**src/rtl/zohr_pkg.sv**
```systemverilog
// shared types and constants of the zero order hold resampler
`default_nettype none
package zohr_pkg;

   localparam int RAW_W    = 24;
   localparam int SAMPLE_W = 16;
   localparam int STEP_W   = 36;
   localparam int POS_W    = 37;
   localparam int FRAC_W   = 32;

   localparam logic [STEP_W-1:0] STEP_RESET = 36'd1558264778;

   localparam int MAX_RUN   = 64;
   localparam int RUN_CNT_W = $clog2(MAX_RUN);

   localparam int QUEUE_DEPTH = 2;

   // one held sample word between front, queue and back
   typedef struct packed {
      logic                valid;
      logic [SAMPLE_W-1:0] sample;
   } zohr_word_type;

endpackage
`default_nettype wire

```
**src/rtl/zohr_front.sv**
```systemverilog
// input stage: takes packed samples and truncates them to 16 bits
`default_nettype none
module zohr_front (
   input  wire logic                        clock,
   input  wire logic                        reset,
   input  wire logic                        req_valid,
   output      logic                        req_ready,
   input  wire logic [zohr_pkg::RAW_W-1:0]  req_sample_bytes,
   output      zohr_pkg::zohr_word_type     push_word,
   input  wire logic                        push_ready
);
   import zohr_pkg::*;

   logic                hold_valid_ff, hold_valid_in;
   logic [SAMPLE_W-1:0] hold_sample_ff, hold_sample_in;
   logic                req_take;

   assign req_ready = !hold_valid_ff || push_ready;
   assign req_take  = req_valid && req_ready;

   always_comb begin
      hold_valid_in  = hold_valid_ff;
      hold_sample_in = hold_sample_ff;
      if (req_take) begin
         hold_valid_in  = 1'b1;
         // arithmetic shift by 8 of the sign extended sample keeps bits 23..8
         hold_sample_in = req_sample_bytes[RAW_W-1:RAW_W-SAMPLE_W];
      end else if (push_ready) begin
         hold_valid_in = 1'b0;
      end
   end

   always_ff @(posedge clock) begin
      if (reset) begin
         hold_valid_ff <= 1'b0;
      end else begin
         hold_valid_ff <= hold_valid_in;
      end
      hold_sample_ff <= hold_sample_in;
   end

   assign push_word.valid  = hold_valid_ff;
   assign push_word.sample = hold_sample_ff;

endmodule
`default_nettype wire

```
**src/rtl/zohr_queue.sv**
```systemverilog
// short queue of held samples between front and back
`default_nettype none
module zohr_queue #(
   parameter int Depth = zohr_pkg::QUEUE_DEPTH
) (
   input  wire logic                    clock,
   input  wire logic                    reset,
   input  wire zohr_pkg::zohr_word_type push_word,
   output      logic                    push_ready,
   output      zohr_pkg::zohr_word_type pop_word,
   input  wire logic                    pop_ready
);
   import zohr_pkg::*;

   localparam int PtrW = (Depth > 1) ? $clog2(Depth) : 1;
   localparam int CntW = $clog2(Depth + 1);
   localparam logic [PtrW-1:0] LastPtr = PtrW'(Depth - 1);
   localparam logic [CntW-1:0] FullCnt = CntW'(Depth);

   logic [SAMPLE_W-1:0] slot_ff [Depth];
   logic [PtrW-1:0]     wr_ptr_ff, wr_ptr_in;
   logic [PtrW-1:0]     rd_ptr_ff, rd_ptr_in;
   logic [CntW-1:0]     count_ff, count_in;
   logic                do_push, do_pop;

   assign push_ready = (count_ff != FullCnt);
   assign do_push    = push_word.valid && push_ready;
   assign do_pop     = pop_word.valid && pop_ready;

   always_comb begin
      wr_ptr_in = wr_ptr_ff;
      rd_ptr_in = rd_ptr_ff;
      count_in  = count_ff;
      if (do_push) begin
         wr_ptr_in = (wr_ptr_ff == LastPtr) ? '0 : wr_ptr_ff + 1'b1;
      end
      if (do_pop) begin
         rd_ptr_in = (rd_ptr_ff == LastPtr) ? '0 : rd_ptr_ff + 1'b1;
      end
      if (do_push && !do_pop) begin
         count_in = count_ff + 1'b1;
      end else if (do_pop && !do_push) begin
         count_in = count_ff - 1'b1;
      end
   end

   always_ff @(posedge clock) begin
      if (reset) begin
         wr_ptr_ff <= '0;
         rd_ptr_ff <= '0;
         count_ff  <= '0;
      end else begin
         wr_ptr_ff <= wr_ptr_in;
         rd_ptr_ff <= rd_ptr_in;
         count_ff  <= count_in;
      end
      if (do_push) begin
         slot_ff[wr_ptr_ff] <= push_word.sample;
      end
   end

   assign pop_word.valid  = (count_ff != '0);
   assign pop_word.sample = slot_ff[rd_ptr_ff];

endmodule
`default_nettype wire

```
**src/rtl/zohr_back.sv**
```systemverilog
// run engine: phase accumulator and one output frame per cycle while the output is not stalled
`default_nettype none
module zohr_back (
   input  wire logic                          clock,
   input  wire logic                          reset,
   input  wire zohr_pkg::zohr_word_type       pop_word,
   output      logic                          pop_ready,
   input  wire logic                          csr_valid,
   output      logic                          csr_ready,
   input  wire logic [zohr_pkg::STEP_W-1:0]   csr_phase_step,
   output      logic                          rsp_valid,
   input  wire logic                          rsp_ready,
   output      logic signed [zohr_pkg::SAMPLE_W-1:0] rsp_left_sample,
   output      logic signed [zohr_pkg::SAMPLE_W-1:0] rsp_right_sample,
   output      logic                          rsp_last_of_run
);
   import zohr_pkg::*;

   localparam logic [POS_W-1:0]     OneSample = POS_W'(1) << FRAC_W;
   localparam logic [RUN_CNT_W-1:0] LastCnt   = RUN_CNT_W'(MAX_RUN - 1);

   logic [STEP_W-1:0]    step_ff, step_in;
   logic [POS_W-1:0]     pos_ff, pos_in;
   logic                 busy_ff, busy_in;
   logic [RUN_CNT_W-1:0] count_ff, count_in;
   logic [SAMPLE_W-1:0]  sample_ff, sample_in;
   logic                 out_valid_ff, out_valid_in;
   logic [SAMPLE_W-1:0]  out_sample_ff, out_sample_in;
   logic                 out_last_ff, out_last_in;

   logic                 out_adv, do_pop, start_crossed, crossed, run_last;
   logic [POS_W-1:0]     run_sum;

   assign csr_ready     = 1'b1;
   assign out_adv       = !out_valid_ff || rsp_ready;
   assign pop_ready     = !busy_ff;
   assign do_pop        = pop_word.valid && !busy_ff;
   assign start_crossed = |pos_ff[POS_W-1:FRAC_W];
   assign run_sum       = pos_ff + {1'b0, step_ff};
   assign crossed       = |run_sum[POS_W-1:FRAC_W];
   assign run_last      = crossed || (count_ff == LastCnt);

   always_comb begin
      step_in       = csr_valid ? csr_phase_step : step_ff;
      pos_in        = pos_ff;
      busy_in       = busy_ff;
      count_in      = count_ff;
      sample_in     = sample_ff;
      out_valid_in  = out_valid_ff;
      out_sample_in = out_sample_ff;
      out_last_in   = out_last_ff;

      if (do_pop) begin
         sample_in = pop_word.sample;
         if (start_crossed) begin
            // no output position in this interval
            pos_in = pos_ff - OneSample;
         end else begin
            busy_in  = 1'b1;
            count_in = '0;
         end
      end

      if (busy_ff && out_adv) begin
         out_valid_in  = 1'b1;
         out_sample_in = sample_ff;
         out_last_in   = run_last;
         count_in      = count_ff + 1'b1;
         if (run_last) begin
            busy_in = 1'b0;
            // run cap without crossing saturates the position at zero
            pos_in  = crossed ? (run_sum - OneSample) : '0;
         end else begin
            pos_in = run_sum;
         end
      end else if (out_adv) begin
         out_valid_in = 1'b0;
      end
   end

   always_ff @(posedge clock) begin
      if (reset) begin
         step_ff      <= STEP_RESET;
         pos_ff       <= '0;
         busy_ff      <= 1'b0;
         count_ff     <= '0;
         out_valid_ff <= 1'b0;
      end else begin
         step_ff      <= step_in;
         pos_ff       <= pos_in;
         busy_ff      <= busy_in;
         count_ff     <= count_in;
         out_valid_ff <= out_valid_in;
      end
      sample_ff     <= sample_in;
      out_sample_ff <= out_sample_in;
      out_last_ff   <= out_last_in;
   end

   assign rsp_valid        = out_valid_ff;
   assign rsp_left_sample  = $signed(out_sample_ff);
   assign rsp_right_sample = $signed(out_sample_ff);
   assign rsp_last_of_run  = out_last_ff;

endmodule
`default_nettype wire

```
**src/rtl/zero_order_hold_resampler.sv**
```systemverilog
// top level of the zero order hold resampler: front, queue and run engine
// the first frame of an item passes the front hold register, a queue slot, the run sample and output registers
// the run engine takes no new word from the queue while a run of frames is going out
// the run engine emits at most one frame per cycle; front and queue keep taking words while the queue has room
// reset: synchronous, active high; clears queue, run state and phase position to zero
// reset also loads the phase step with 1558264778, about 16000/44100 in 4.32
`default_nettype none
module zero_order_hold_resampler #(
   parameter int QueueDepth = zohr_pkg::QUEUE_DEPTH
) (
   input  wire logic                          clock,
   input  wire logic                          reset,
   // input words: one packed 24-bit sample each
   input  wire logic                          req_valid,
   output      logic                          req_ready,
   input  wire logic [zohr_pkg::RAW_W-1:0]    req_sample_bytes,
   // phase step register write
   input  wire logic                          csr_valid,
   output      logic                          csr_ready,
   input  wire logic [zohr_pkg::STEP_W-1:0]   csr_phase_step,
   // output frames: left/right pair and end of run mark
   output      logic                          rsp_valid,
   input  wire logic                          rsp_ready,
   output      logic signed [zohr_pkg::SAMPLE_W-1:0] rsp_left_sample,
   output      logic signed [zohr_pkg::SAMPLE_W-1:0] rsp_right_sample,
   output      logic                          rsp_last_of_run
);
   import zohr_pkg::*;

   // truncated sample from the front stage into the queue
   zohr_word_type push_word;
   logic          push_ready;
   // queue head toward the run engine
   zohr_word_type pop_word;
   logic          pop_ready;

   // front: holds one accepted word and keeps bits 23..8 of it
   zohr_front u_front (
      .clock            (clock),
      .reset            (reset),
      .req_valid        (req_valid),
      .req_ready        (req_ready),
      .req_sample_bytes (req_sample_bytes),
      .push_word        (push_word),
      .push_ready       (push_ready)
   );

   // queue: lets the front keep taking words while a run is going out
   zohr_queue #(
      .Depth (QueueDepth)
   ) u_queue (
      .clock      (clock),
      .reset      (reset),
      .push_word  (push_word),
      .push_ready (push_ready),
      .pop_word   (pop_word),
      .pop_ready  (pop_ready)
   );

   // back: phase accumulator walks the output positions in the interval,
   // one frame per cycle while the output is not stalled, into a registered output stage
   zohr_back u_back (
      .clock            (clock),
      .reset            (reset),
      .pop_word         (pop_word),
      .pop_ready        (pop_ready),
      .csr_valid        (csr_valid),
      .csr_ready        (csr_ready),
      .csr_phase_step   (csr_phase_step),
      .rsp_valid        (rsp_valid),
      .rsp_ready        (rsp_ready),
      .rsp_left_sample  (rsp_left_sample),
      .rsp_right_sample (rsp_right_sample),
      .rsp_last_of_run  (rsp_last_of_run)
   );

endmodule
`default_nettype wire

```
**config.mk**
```make
export PLATFORM = sky130hd
export DESIGN_NAME = zero_order_hold_resampler
export DESIGN_NICKNAME = d
export VERILOG_FILES = /design/src/rtl/zohr_pkg.sv /design/src/rtl/zohr_front.sv /design/src/rtl/zohr_queue.sv /design/src/rtl/zohr_back.sv /design/src/rtl/zero_order_hold_resampler.sv
export SDC_FILE = /design/constraint.sdc
export NUM_CORES = 1
export LEC_CHECK = 0
export BUFFER_PORTS_ARGS = -buffer_cell sky130_fd_sc_hd__buf_2
export CAP_MARGIN = 20
export CORE_MARGIN = 1.5
export CORE_UTILIZATION = 63
export DETAILED_ROUTE_END_ITERATION = 16
export HOLD_SLACK_MARGIN = 0.12
export PLACE_DENSITY = 0.86
export SLEW_MARGIN = 30
export SYNTH_ARGS = -nofsm -noshare
export SYNTH_HDL_FRONTEND = slang
export SYNTH_SLANG_ARGS = --single-unit
```
**constraint.sdc**
```tcl
create_clock -name clock -period 5.1 [get_ports clock]
set_input_delay 1.53 -clock clock [delete_from_list [all_inputs] [get_ports clock]]
set_output_delay 1.53 -clock clock [all_outputs]
set_load 0.02 [all_outputs]
```
Word-level counts from Yosys, hierarchy flattened
Memory sizes are Yosys's and may differ from the RTL's. A register that Yosys moved wholly into a read port is not among the register bits.
Index checks and enable logic that the tools add are counted.

operators by class
  add/sub/neg operators = 8
  equal/unequal tests = 3
  mux-type cells = 22
  reduce and logical (&&, ||, !) cells = 24

operator list
  operator                  count
  $mux W37                  5
  $sub A37 B33 Y37 const B  2
  $add A37 B36 Y37          1
  $mux W6                   3
  $mux W1                   12
  $reduce_bool A2 Y1        6
  $reduce_or A5 Y1          2
  $add A6 B1 Y6 const B     1
  $eq A6 B6 Y1 const B      1
  $logic_and A1 B1 Y1       6
  $logic_not A1 Y1          5
  $mux W2                   2
  $ne A2 B2 Y1 const B      2
  $reduce_and A2 Y1         2
  $logic_or A1 B1 Y1        3
  $add A1 B1 Y1 const B     2
  $add A2 B1 Y2 const B     1
  $sub A2 B1 Y2 const B     1

word-level totals
  flip-flop bits (word level) = 119
  RAM bits = 32
  input port bits = 65
  output and inout port bits = 36
  word-level logic and storage cells = 70
  memories = 1

memory list
  memory           words  bits a word  rd ports  clocked after memory_dff  write ports  line              source
  u_queue.slot_ff  2      16           1         1                         1            zohr_queue.sv:20  logic [SAMPLE_W-1:0] slot_ff [Depth];

Depth between registers and ports, before layout
Gate-level depths: netlist of the first run.

  depth in word-level cells = 6
  depth in mapped cells = 13
  depth with buffers taken out = 12

Hierarchy
A second synthesis of the first run with hierarchy kept.

second synthesis, totals
  cell total of the unflattened synthesis = 764
  area total of the unflattened synthesis = 8260.4 µm²

modules (own cells, without submodules)
  module      times used  cells each  area each (µm²)  seq. area each (µm²)
  zohr_back   1           668         6341.1           2612.5
  zohr_queue  1           74          1376.3           1061.0
  zohr_front  1           22          543.0            500.5

Worst setup path after synthesis of the first run
Ideal clock, no wire load.

  kind = input to register
  start point = input port rsp_ready
  end point = register u_back.pos_ff[10]
  library setup time = 0.117 ns
  arrival = 3.241 ns
  required time = 4.983 ns
  path slack = 1.742 ns
  cell stages on the path = 7
  buffers on the path = 2
  cell sequence = nand2b_1 > nand2_1 > inv_1 > clkbuf_1 > nor2_1 > clkbuf_1 > a22o_1

between the ends
  longest elaborated chain between the ends = 4
  elaborated cells on any way between the ends = 6
  classes of those cells = mux: 1; reduce/logical: 5

ends and longest elaborated chain
  element                              line                             source
  from (decl)                          zero_order_hold_resampler.sv:23  input wire logic rsp_ready,
  $logic_or A1 B1 Y1 *                 zohr_back.sv:35                  assign out_adv = !out_valid_ff || rsp_ready;
  $logic_and A1 B1 Y1 *                zohr_back.sv:64                  if (busy_ff && out_adv) begin
  $reduce_bool A2 Y1 (no source line)  --
  $reduce_and A2 Y1 (no source line)   --
  to (signal assigned)                 zohr_back.sv:90                  pos_ff <= pos_in;
  to (decl)                            zohr_back.sv:23                  logic [POS_W-1:0] pos_ff, pos_in;

Every way passes the cells marked *; elsewhere a longest branch is shown, timed or not.
A chain may end at the register's enable or synchronous reset.

Worst setup path after layout of the first run
  start point = register u_back.pos_ff[0]
  end point = register u_back.pos_ff[2]

between the ends
  longest elaborated chain between the ends = 5
  elaborated cells on any way between the ends = 10
  classes of those cells = add/sub: 3; mux: 5; reduce/logical: 2

ends and longest elaborated chain
  element                                                      line                              source
  $add A37 B36 Y37                                             zohr_back.sv:39                   assign run_sum = pos_ff + {1'b0, step_ff};
  $sub A37 B33 Y37 / $reduce_or A5 Y1 (equally long branches)  zohr_back.sv:72, zohr_back.sv:40
  $mux W37 / $logic_or A1 B1 Y1 (equally long branches)        zohr_back.sv:72, zohr_back.sv:41
  $mux W37                                                     zohr_back.sv:69                   if (run_last) begin
  $mux W37 *                                                   zohr_back.sv:64

Every way passes the cells marked *; elsewhere a longest branch is shown, timed or not. The select of a mux whose other input is x is not followed.

==> flow_summary.yaml, run 1 <==
outcome:
  outcome: "finished, final reports clean"
synthesis:
  synth_seq_cells: 167
  synth.top_cell.area_share_pct: 29.9
  netlist_top_cells_count: "dfxtp_1, edfxtp_1, nand2_1"
  synth_top_cell_by_area: "edfxtp_1"
  yosysMostFrequentCell: "dfxtp_1"
  ys_seq_area_share_pct: 51.1
  netlist_instances: 752
  synth-edff-count: 81
  syn-num-nets: 858
  synth_ff_type: "dfxtp_1"
  async_flop_share_pct: 0
  avgSynthCellArea_um2: 10.8
  yosysWarnings: 0
  ys_types: 66
  ys_top_cells_by_area: "edfxtp_1, dfxtp_1, ha_1"
  synth_area_um2: 8120
floorplanning:
  ios: 101
  die_w_um: 117
  dieArea_um2: 13600
  coreArea_um2: 12600
  start_util_pct: 64.4
  row_count: 41
  fp.dieH_um: 117
clock_network:
  cts_setup_buffers: 0
  clockBufferDepth: 2
  clkSinkCount: 167
  cts-buffers-inserted: 17
  cts-hold-fix-buffers: 0
  cts.repair.resized: 0
  cts.htree.levels: 4
  root_buffer: "clkbuf_16"
  clk_latency_ps: 430
  cts_tree: "yes"
  clk_pin_slew_worst_paths_ps: 70
timing:
  finalSetupViolCount: 0
  fin_ws_ps: 1250
  rsz0062_at_grt: "no"
  hold_viol: 0
  fin_crit_ps: 3850
  timing.slew.headroom_pct: 43.7
  skew_ps: 12.1
  fin_tns_setup_ps: 0
  period_share_pct: 75.5
  maxSlewViolCount: 0
  fmax_ghz: 0.260
  worstMarginPinSlew_ps: 842
route:
  drt_iter0_drc: 411
  drcViolationCount: 0
  viasPerCell: 6.09
  wl_per_cell_um: 17.7
  wl_um: 17700
  vias: 6075
  drtAntennaViolNets: 0
  dr.pass1.iters: 5
layout:
  syn_to_final_growth_pct: 12.2
  antenna_cells: 0
  drive_above_1_share_pct: 18.9
  finalNetCount: 919
power_and_ir_drop:
  p_total_mw: 4.58
  cellPowerDensity_nw_per_um2: 503
  peakVddDrop_mv: 0.322
  p_leak_nw: 3.77
worst_setup_path:
  r2r-start: "u_back.pos_ff[0]$_SDFFE_PP0P_"
  crit_type: "flop to flop"
  crit_required_ps: 5420
  crit_arrival_ps: 4170
  start_kind: "flop"
  critPathCaptureType: "flop"
  reg2regPathDepth: 12
  critPathMaxFanout: 32
  crit_end: "u_back.pos_ff[2]$_SDFFE_PP0P_"
  timing.rr.end: "u_back.pos_ff[2]$_SDFFE_PP0P_"
  crit_path_start: "u_back.pos_ff[0]$_SDFFE_PP0P_"
  regToRegSetupSlack_ps: 1250
grt:
  grt_max_degree: 39
  grt-ovfl-total: 0
  first_global_vias: 6053
  antenna_found_initial: 0
  grt_usage_pct: 27.1
  grt_pass1_wl_um: 28000
placement:
  gp_congestion: 0.886
  io_buffer_count: 91
  post-place-ws_ps: 1440
  hpwl_um: 12400
worst_hold_path:
  holdCritPathClass: "flop to flop"
run:
  drv_cap: 0
-- per-stage QoR --
stage          hold slack, ps  std cells  util, %  area (um2)
3_5_place_dp              405        966     67.6        8540
6_report                  422        998     72.2        9110
3_3_place_gp              402        966     67.6        8530
2_1_floorplan             400        752        -        8120
5_1_grt                   427        998     72.2        9110
4_1_cts                   418        998     72.2        9110
-- cell families after synthesis --
kind of cell,after synthesis,synth area share (%)
other,1,0.0462
muxes,54,6.92
xor gates and xnor gates,37,3.99
DFF,167,51.1
and+or+nand+nor,204,11.5
adders and majority gates,41,6.41
buffers and inverters,71,4.53
AOI/OAI and AO/OA,177,15.5
-- worst max-delay path, cell delays in order (launching register included) --
cell       delay, ps
dfxtp_1          350
ha_1             190
inv_1             60
fa_1             390
nand2b_1         210
a21oi_1          310
o21ai_1          250
a2111oi_4        540
nor2_1           150
o211ai_2         280
o211ai_2         170
o311a_4          520
a32o_1           320
-- power breakdown --
part	switching [mW]	internal, mW	total, mW
Clock	0.592	0.654	1.25
Combinational	0.909	0.567	1.48
Sequential	0.144	1.71	1.86
Total	1.65	2.94	4.58
-- routing by layer --
layer  vias to the layer above  routed length, um  part of all wire, %  track usage (%)
met1                      2911               7280                   41             31.0
met4                         0                566                  3.2             13.7
met3                        55                861                  4.9             6.59
met5                         -                  0                    0                0
met2                       244               8990                   51             47.4
li1                       2865                  -                    -                -
-- worst min path at each step --
stage / start / endpoint / cells past startpoint
2_1_floorplan: u_back.sample_ff[0]$_DFFE_PP_ / u_back.rsp_left_sample[0]$_DFFE_PP_ / 0
3_5_place_dp: u_back.sample_ff[3]$_DFFE_PP_ / u_back.rsp_left_sample[3]$_DFFE_PP_ / 0
5_1_grt: u_back.sample_ff[3]$_DFFE_PP_ / u_back.rsp_left_sample[3]$_DFFE_PP_ / 0
3_3_place_gp: u_back.sample_ff[9]$_DFFE_PP_ / u_back.rsp_left_sample[9]$_DFFE_PP_ / 0
4_1_cts: u_back.sample_ff[3]$_DFFE_PP_ / u_back.rsp_left_sample[3]$_DFFE_PP_ / 0
6_report: u_back.sample_ff[3]$_DFFE_PP_ / u_back.rsp_left_sample[3]$_DFFE_PP_ / 0
-- flip-flops by register name, indices dropped and copies added, names as in the netlist, 2 cells and up --
signal and cells:
u_back.pos_ff 37, u_back.step_ff 36, u_queue.slot_ff 32, u_back.rsp_left_sample 16, u_back.sample_ff 16, u_front.hold_sample_ff 16
u_back.count_ff 6, u_queue.count_ff 2
-- cell type report --
cell class	count	area, um2
Clock buffer	18	429
Tap cell	172	215
Sequential cell	167	4150
Fill cell	882	3510
Timing Repair Buffer	97	503
Multi-Input combinational cell	514	3600
Clock inverter	14	145
Inverter	16	60.1
-- cells in the final DEF (no fill, tap or decap), drive strengths merged, types with 3 or more instances in the layout --
cell    instances
inv            24
a22o           30
xnor2          22
and3            7
mux2i          37
nor2           63
o41ai           3
nand3          15
mux2           17
nor3           13
clkbuf         18
edfxtp         81
nand4           9
o21a            4
a211oi          6
o21bai          7
o211ai          9
o21ai          32
nand2b         10
and2            4
buf            97
nor2b           3
clkinv          4
dfxtp          86
a21oi          47
a31oi           6
ha             40
a21o            8
nand2          68
xor2           15
a211o           3
or3             4
No activity file was read; power rests on OpenSTA's default activity.
==> run 2: changes to the inputs <==
--- a/config.mk
+++ b/config.mk
@@ -5,13 +5,14 @@
 export SDC_FILE = /design/constraint.sdc
 export NUM_CORES = 1
 export LEC_CHECK = 0
+export ABC_AREA = 1
 export BUFFER_PORTS_ARGS = -buffer_cell sky130_fd_sc_hd__buf_2
 export CAP_MARGIN = 20
 export CORE_MARGIN = 1.5
-export CORE_UTILIZATION = 63
+export CORE_UTILIZATION = 59
 export DETAILED_ROUTE_END_ITERATION = 16
 export HOLD_SLACK_MARGIN = 0.12
-export PLACE_DENSITY = 0.86
+export PLACE_DENSITY = 0.81
 export SLEW_MARGIN = 30
 export SYNTH_ARGS = -nofsm -noshare
 export SYNTH_HDL_FRONTEND = slang
==> constraint.sdc (replaced) <==
create_clock -name clock -period 3.9 [get_ports clock]
set_input_delay 1.17 -clock clock [delete_from_list [all_inputs] [get_ports clock]]
set_output_delay 1.17 -clock clock [all_outputs]
set_load 0.02 [all_outputs]
==> run 2 against run 1 <==
Clock skew decreased by 2.7 ps. Combinational power grew 39%. Critical path depth is 5 higher. Sequential power up 32%. Non-clock buffer count is 5 higher. Global-route usage shrank 2.5 points. Clock power increased by 27%. Die area rose by 10%. Maximum frequency grew 27%. Power up 33%. Synthesized area is 3.7% higher. Sequential cell count unchanged. Critical path type unchanged. Highest routed layer unchanged.
==> flow_summary.yaml, run 2 <==
grt:
  grt-ovfl-total: 0
  grt.busiest_layer: "met2"
  antenna_found_initial: 2
  grt_max_degree: 38
  met1_usage_pct: 30.5
  met3_usage_pct: 5.99
  grt_usage_pct: 24.6
  grt_pass1_wl_um: 28700
  first_global_vias: 6403
  grt_util_met2_pct: 41.6
synthesis:
  ys_seq_area_share_pct: 49.3
  netlist_top_cells_count: "nand2_1, nor2_1, a21oi_1"
  netlist_instances: 1007
  avgSynthCellArea_um2: 8.37
  synth-edff-count: 81
  async_flop_share_pct: 0
  ys_types: 43
  synth.top_cell.area_share_pct: 28.9
  ys_top_cells_by_area: "edfxtp_1, dfxtp_1, nand2_1"
  synth_top_cell_by_area: "edfxtp_1"
  syn-num-nets: 1113
  synth_seq_cells: 167
  yosysMostFrequentCell: "nand2_1"
  synth_ff_type: "dfxtp_1"
  synth_area_um2: 8430
  yosysWarnings: 0
placement:
  hpwl_um: 12100
  gp_congestion: 0.941
  dpl.cell_count: 1242
  post-place-ws_ps: 950
  io_buffer_count: 91
outcome:
  outcome: "finished, final reports clean"
route:
  wl_per_cell_um: 13.6
  drt_iter0_drc: 408
  drtAntennaViolNets: 0
  dr.pass1.iters: 5
  vias: 6771
  wl_um: 17400
  drcViolationCount: 0
  viasPerCell: 5.31
timing:
  fmax_ghz: 0.329
  maxSlewViolCount: 0
  fin_tns_setup_ps: 0
  finalSetupViolCount: 0
  fin_crit_ps: 3040
  hold_viol: 0
  rsz0062_at_grt: "no"
  timing.slew.headroom_pct: 51.6
  skew_ps: 9.45
  period_share_pct: 77.9
  fin_ws_ps: 861
  worstMarginPinSlew_ps: 725
layout:
  final_cell_mix: "nand2_1, nor2_1, buf_2"
  instances_no_fill: 1276
  reg.largest.list: "u_back.pos_ff: 37 flops, u_back.step_ff: 36 flops, u_queue.slot_ff: 32 flops"
  multi_input_area_um2: 3720
  largest_reg_flops: 37
  drive_above_1_share_pct: 14.7
  fillers: 1170
  syn_to_final_growth_pct: 12.8
  seq_area_um2: 4150
  final_common_cell: "nand2_1"
  finalNetCount: 1187
  top_register: "u_back.pos_ff"
floorplanning:
  coreArea_um2: 13900
  fp.dieH_um: 123
  dieArea_um2: 15000
  row_count: 43
  die_w_um: 123
  ios: 101
  start_util_pct: 60.5
worst_setup_path:
  r2r-start: "u_back.step_ff[0]$_SDFFE_PP0P_"
  regToRegSetupSlack_ps: 860
  crit_type: "flop to flop"
  critPathCaptureType: "flop"
  start_kind: "flop"
  crit_arrival_ps: 3340
  reg2regPathDepth: 17
  critPathMaxFanout: 32
  crit_required_ps: 4200
  timing.rr.end: "u_back.pos_ff[22]$_SDFFE_PP0P_"
power_and_ir_drop:
  peakVddDrop_mv: 0.364
  p_leak_nw: 4.22
  p_total_mw: 6.11
  cellPowerDensity_nw_per_um2: 643
clock_network:
  cts.repair.resized: 0
  clk_pin_slew_worst_paths_ps: 70
  cts-hold-fix-buffers: 0
  cts_tree: "yes"
  cts.htree.levels: 4
  clockBufferDepth: 2
  root_buffer: "clkbuf_16"
  cts_setup_buffers: 0
  clk_latency_ps: 430
  clkSinkCount: 167
  cts-buffers-inserted: 17
worst_hold_path:
  whs_endpoint: "u_back.rsp_left_sample[12]$_DFFE_PP_"
  hold_path.startpoint: "u_back.sample_ff[12]$_DFFE_PP_"
  hold_depth: 0
  holdCritPathClass: "flop to flop"
run:
  drv_cap: 0
-- run 2: per-stage QoR --
stage,utilization (%),hold slack (ps),cell area [um2]
final,68.2,417,9500
after global routing,68.2,424,9500
after CTS,68.2,420,9500
after detailed placement,64.1,405,8940
after global placement,64.1,400,8940
after floorplan,-,400,8430
-- run 2: power breakdown --
part	internal [mW]	switching, mW	leakage, nW	total, mW
Clock	0.843	0.748	0.270	1.59
Sequential	2.27	0.185	1.47	2.45
Combinational	0.722	1.34	2.48	2.06
-- run 2: worst max-delay path, cell delays in order (launching register included) --
cell and delay, ps:
dfxtp_1 340, ha_1 210, inv_1 80, fa_1 430, nor2_1 200, o21ai_1 90, nand2_1 120, nand2_1 80
nand2_2 130, nand2_2 90, nand2_2 80, nand2_1 60, nand2_2 100, nand3_4 90, nor2_4 130, nand3_4 340
nand3b_1 230, a21oi_1 80
-- run 2: worst max-delay path by stage --
stage                                      from                                to  slack, ps  cells after the start
2_1_floorplan  u_queue.count_ff[0]$_SDFFE_PP0P_  u_queue.count_ff[1]$_SDFFE_PP0P_       1500                      8
3_3_place_gp      u_back.pos_ff[0]$_SDFFE_PP0P_    u_back.pos_ff[13]$_SDFFE_PP0P_       1000                     17
3_5_place_dp      u_back.pos_ff[0]$_SDFFE_PP0P_    u_back.pos_ff[22]$_SDFFE_PP0P_        950                     17
4_1_cts          u_back.step_ff[0]$_SDFFE_PP0P_    u_back.pos_ff[22]$_SDFFE_PP0P_        870                     17
5_1_grt           u_back.pos_ff[0]$_SDFFE_PP0P_    u_back.pos_ff[14]$_SDFFE_PP0P_        600                     17
6_report         u_back.step_ff[0]$_SDFFE_PP0P_    u_back.pos_ff[22]$_SDFFE_PP0P_        860                     17
-- run 2: layout make-up --
cell class / count / share of cell area [%]
Timing Repair Buffer: 102 / 5.66
Inverter: 79 / 3.12
Clock inverter: 14 / 1.40
Clock buffer: 18 / 4.52
Tap cell: 180 / 2.37
Multi-Input combinational cell: 714 / 39.2
Sequential cell: 167 / 43.7
Antenna cell: 2 / 0.0527
-- run 2: layer usage --
layer	part of all wire (%)	vias up
li1	-	3473
met1	45	3092
met2	49	181
met3	5.0	25
met4	1.4	0
met5	0	-
-- run 2: logic make-up after synthesis --
kind of cell | after synthesis | share of synthesized area, %
AOI/OAI and AO/OA | 157 | 10.0
xor gates and xnor gates | 31 | 3.22
adders and majority gates | 41 | 6.18
buffers and inverters | 126 | 6.65
DFF | 167 | 49.3
other | 1 | 0.0445
and+or+nand+nor | 484 | 24.6
==> run 3: changes to the inputs <==
--- a/config.mk
+++ b/config.mk
@@ -9,10 +9,10 @@
 export BUFFER_PORTS_ARGS = -buffer_cell sky130_fd_sc_hd__buf_2
 export CAP_MARGIN = 20
 export CORE_MARGIN = 1.5
-export CORE_UTILIZATION = 59
+export CORE_UTILIZATION = 53
 export DETAILED_ROUTE_END_ITERATION = 16
 export HOLD_SLACK_MARGIN = 0.12
-export PLACE_DENSITY = 0.81
+export PLACE_DENSITY = 0.77
 export SLEW_MARGIN = 30
 export SYNTH_ARGS = -nofsm -noshare
 export SYNTH_HDL_FRONTEND = slang
==> constraint.sdc (replaced) <==
create_clock -name clock -period 2.65 [get_ports clock]
set_input_delay 0.795 -clock clock [delete_from_list [all_inputs] [get_ports clock]]
set_output_delay 0.795 -clock clock [all_outputs]
set_load 0.02 [all_outputs]
==> run 3 against run 2 <==
Clock skew is essentially flat. Global-route usage fell by 2.0 points. Final area grew 4.2%. Sequential cell count unchanged. Worst hold slack improved by 3.7 ps. Critical endpoint is now u_back.rsp_last_of_run$_DFFE_PP_.
==> flow_summary.yaml, run 3 (same netlist as run 2, synthesis figures left out) <==
outcome:
  outcome: "finished, final reports clean"
worst_setup_path:
  critPathMaxFanout: 4
  max_stage_delay_ps: 410
  path_buf_inv: 3
  start_kind: "flop"
  crit_path_cell_trace: "ha_4 -> inv_2 -> fa_2 -> nor2_2 -> o21ai_1 -> nand2_1 -> nand2_1 -> nand2_2 -> nand2_2 -> nand2_2 -> nand2_1 -> nand2_1 -> nand2_2 -> nand2_4 -> buf_6 -> nand3_4 -> nor2_4 -> inv_1"
  crit_arrival_ps: 2710
  cp_top_family: "simple AND/OR/NAND/NOR gates"
  critPathCaptureType: "flop"
  crit_required_ps: 2830
  slowest_stage: "fa_2"
  crit_type: "flop to flop"
clock_network:
  cts.htree.levels: 4
  clk_pin_slew_worst_paths_ps: 70
  cts-hold-fix-buffers: 0
  cts_tree: "yes"
  clkSinkCount: 167
  root_buffer: "clkbuf_16"
  cts-buffers-inserted: 17
  clk_latency_ps: 430
  clockBufferDepth: 2
floorplanning:
  row_count: 45
  die_w_um: 129
  fp.dieH_um: 129
  start_util_pct: 54.8
  ios: 101
  coreArea_um2: 15400
  dieArea_um2: 16700
layout:
  final_cell_mix: "nand2_1, nor2_1, buf_2"
  instances_no_fill: 1327
  syn_to_final_growth_pct: 17.6
  reg.largest.list: "u_back.pos_ff: 37 flops, u_back.step_ff: 36 flops, u_queue.slot_ff: 32 flops"
  final_util_pct: 64.5
  drive_above_1_share_pct: 18.3
  finalNetCount: 1209
  antenna_cells: 0
  finalInstanceArea_um2: 9910
  largest_reg_flops: 37
  final_common_cell: "nand2_1"
  top_register: "u_back.pos_ff"
timing:
  maxSlewViolCount: 0
  hold_viol: 0
  period_share_pct: 95.4
  fmax_ghz: 0.396
  whs_ps: 421
  worstMarginPinSlew_ps: 691
  fin_crit_ps: 2530
  timing.slew.headroom_pct: 53.9
  finalSetupViolCount: 0
  rsz0062_at_grt: "yes"
  skew_ps: 9.75
grt:
  antenna_found_initial: 0
  grt_pass1_wl_um: 29500
  grt_max_degree: 42
  grt.busiest_layer: "met2"
  first_global_vias: 6544
  grt_usage_pct: 22.6
  grt_util_met2_pct: 37.9
  met1_usage_pct: 28.9
  grt-ovfl-total: 0
  met3_usage_pct: 5.20
power_and_ir_drop:
  p_total_mw: 9.41
  cellPowerDensity_nw_per_um2: 950
  p_leak_nw: 4.39
  peakVddDrop_mv: 0.616
placement:
  gp_congestion: 0.937
  io_buffer_count: 91
  placed_area_um2: 9180
  dpl.cell_count: 1293
  hpwl_um: 12400
route:
  drt_iter0_drc: 324
  dr.pass1.iters: 5
  drtAntennaViolNets: 0
  wl_um: 17900
  vias: 6868
  drcViolationCount: 0
  viasPerCell: 5.18
  wl_per_cell_um: 13.5
run:
  drv_cap: 0
worst_hold_path:
  holdCritPathClass: "flop to flop"
==> run 3: cell count changes in the layout (fill, tap and decap cells not counted), sizes merged <==
cell      delta
clkinvlp     -2
buf         +22
bufinv       +2
inv          +1
clkbuf       -1
diode        -2
==> run 3: worst reg2reg max path, cell delays in order, from the launching register on <==
cell	delay [ps]
dfxtp_2	360
ha_4	140
inv_2	40
fa_2	410
nor2_2	120
o21ai_1	80
nand2_1	90
nand2_1	70
nand2_2	140
nand2_2	70
nand2_2	60
nand2_1	70
nand2_1	80
nand2_2	70
nand2_4	100
buf_6	110
nand3_4	90
nor2_4	130
inv_1	60
==> run 3: worst paths after layout <==
kind	slack, ps	to	depth (start not counted)	start
worst min register to register	420	u_back.rsp_left_sample[8]$_DFFE_PP_	0	u_back.sample_ff[8]$_DFFE_PP_
worst min-delay path	420	u_back.rsp_left_sample[8]$_DFFE_PP_	0	u_back.sample_ff[8]$_DFFE_PP_
worst max register to register	120	u_back.rsp_last_of_run$_DFFE_PP_	18	u_back.pos_ff[0]$_SDFFE_PP0P_
worst max-delay path	120	u_back.rsp_last_of_run$_DFFE_PP_	18	u_back.pos_ff[0]$_SDFFE_PP0P_
==> run 3: area by class of cell <==
type	count	area, um2
multi-input combinational	714	3810
clock buffer	17	425
inverter	79	297
timing repair buffer	124	757
tap	211	264
sequential	167	4160
clock inverter	15	196
fill	1296	5460
==> run 3: per-layer routing <==
metal	wire (um)	share of wire, %
met1	8200	46
met2	8620	48
met3	801	4.5
met4	274	1.5
met5	0	0
==> run 3: metrics by stage <==
step,setup WS (ps),TNS (ps)
2_1_floorplan,249,0
3_3_place_gp,84.7,0
3_5_place_dp,33.8,0
4_1_cts,6.67,0
5_1_grt,-35.7,-441
6_report,123,0
==> run 3: timing repair <==
action,4_1_cts,5_1_grt
setup buffers,0,2
resized for setup,1,27
endpoints found under the setup margin,1,38
pin swaps,1,5
gates cloned,0,0
==> run 3: where the power goes <==
group	total [mW]	switching (mW)	internal, mW	leakage [nW]
Sequential	3.58	0.247	3.34	1.47
Clock	2.57	1.13	1.45	0.306
Combinational	3.26	2.07	1.19	2.62
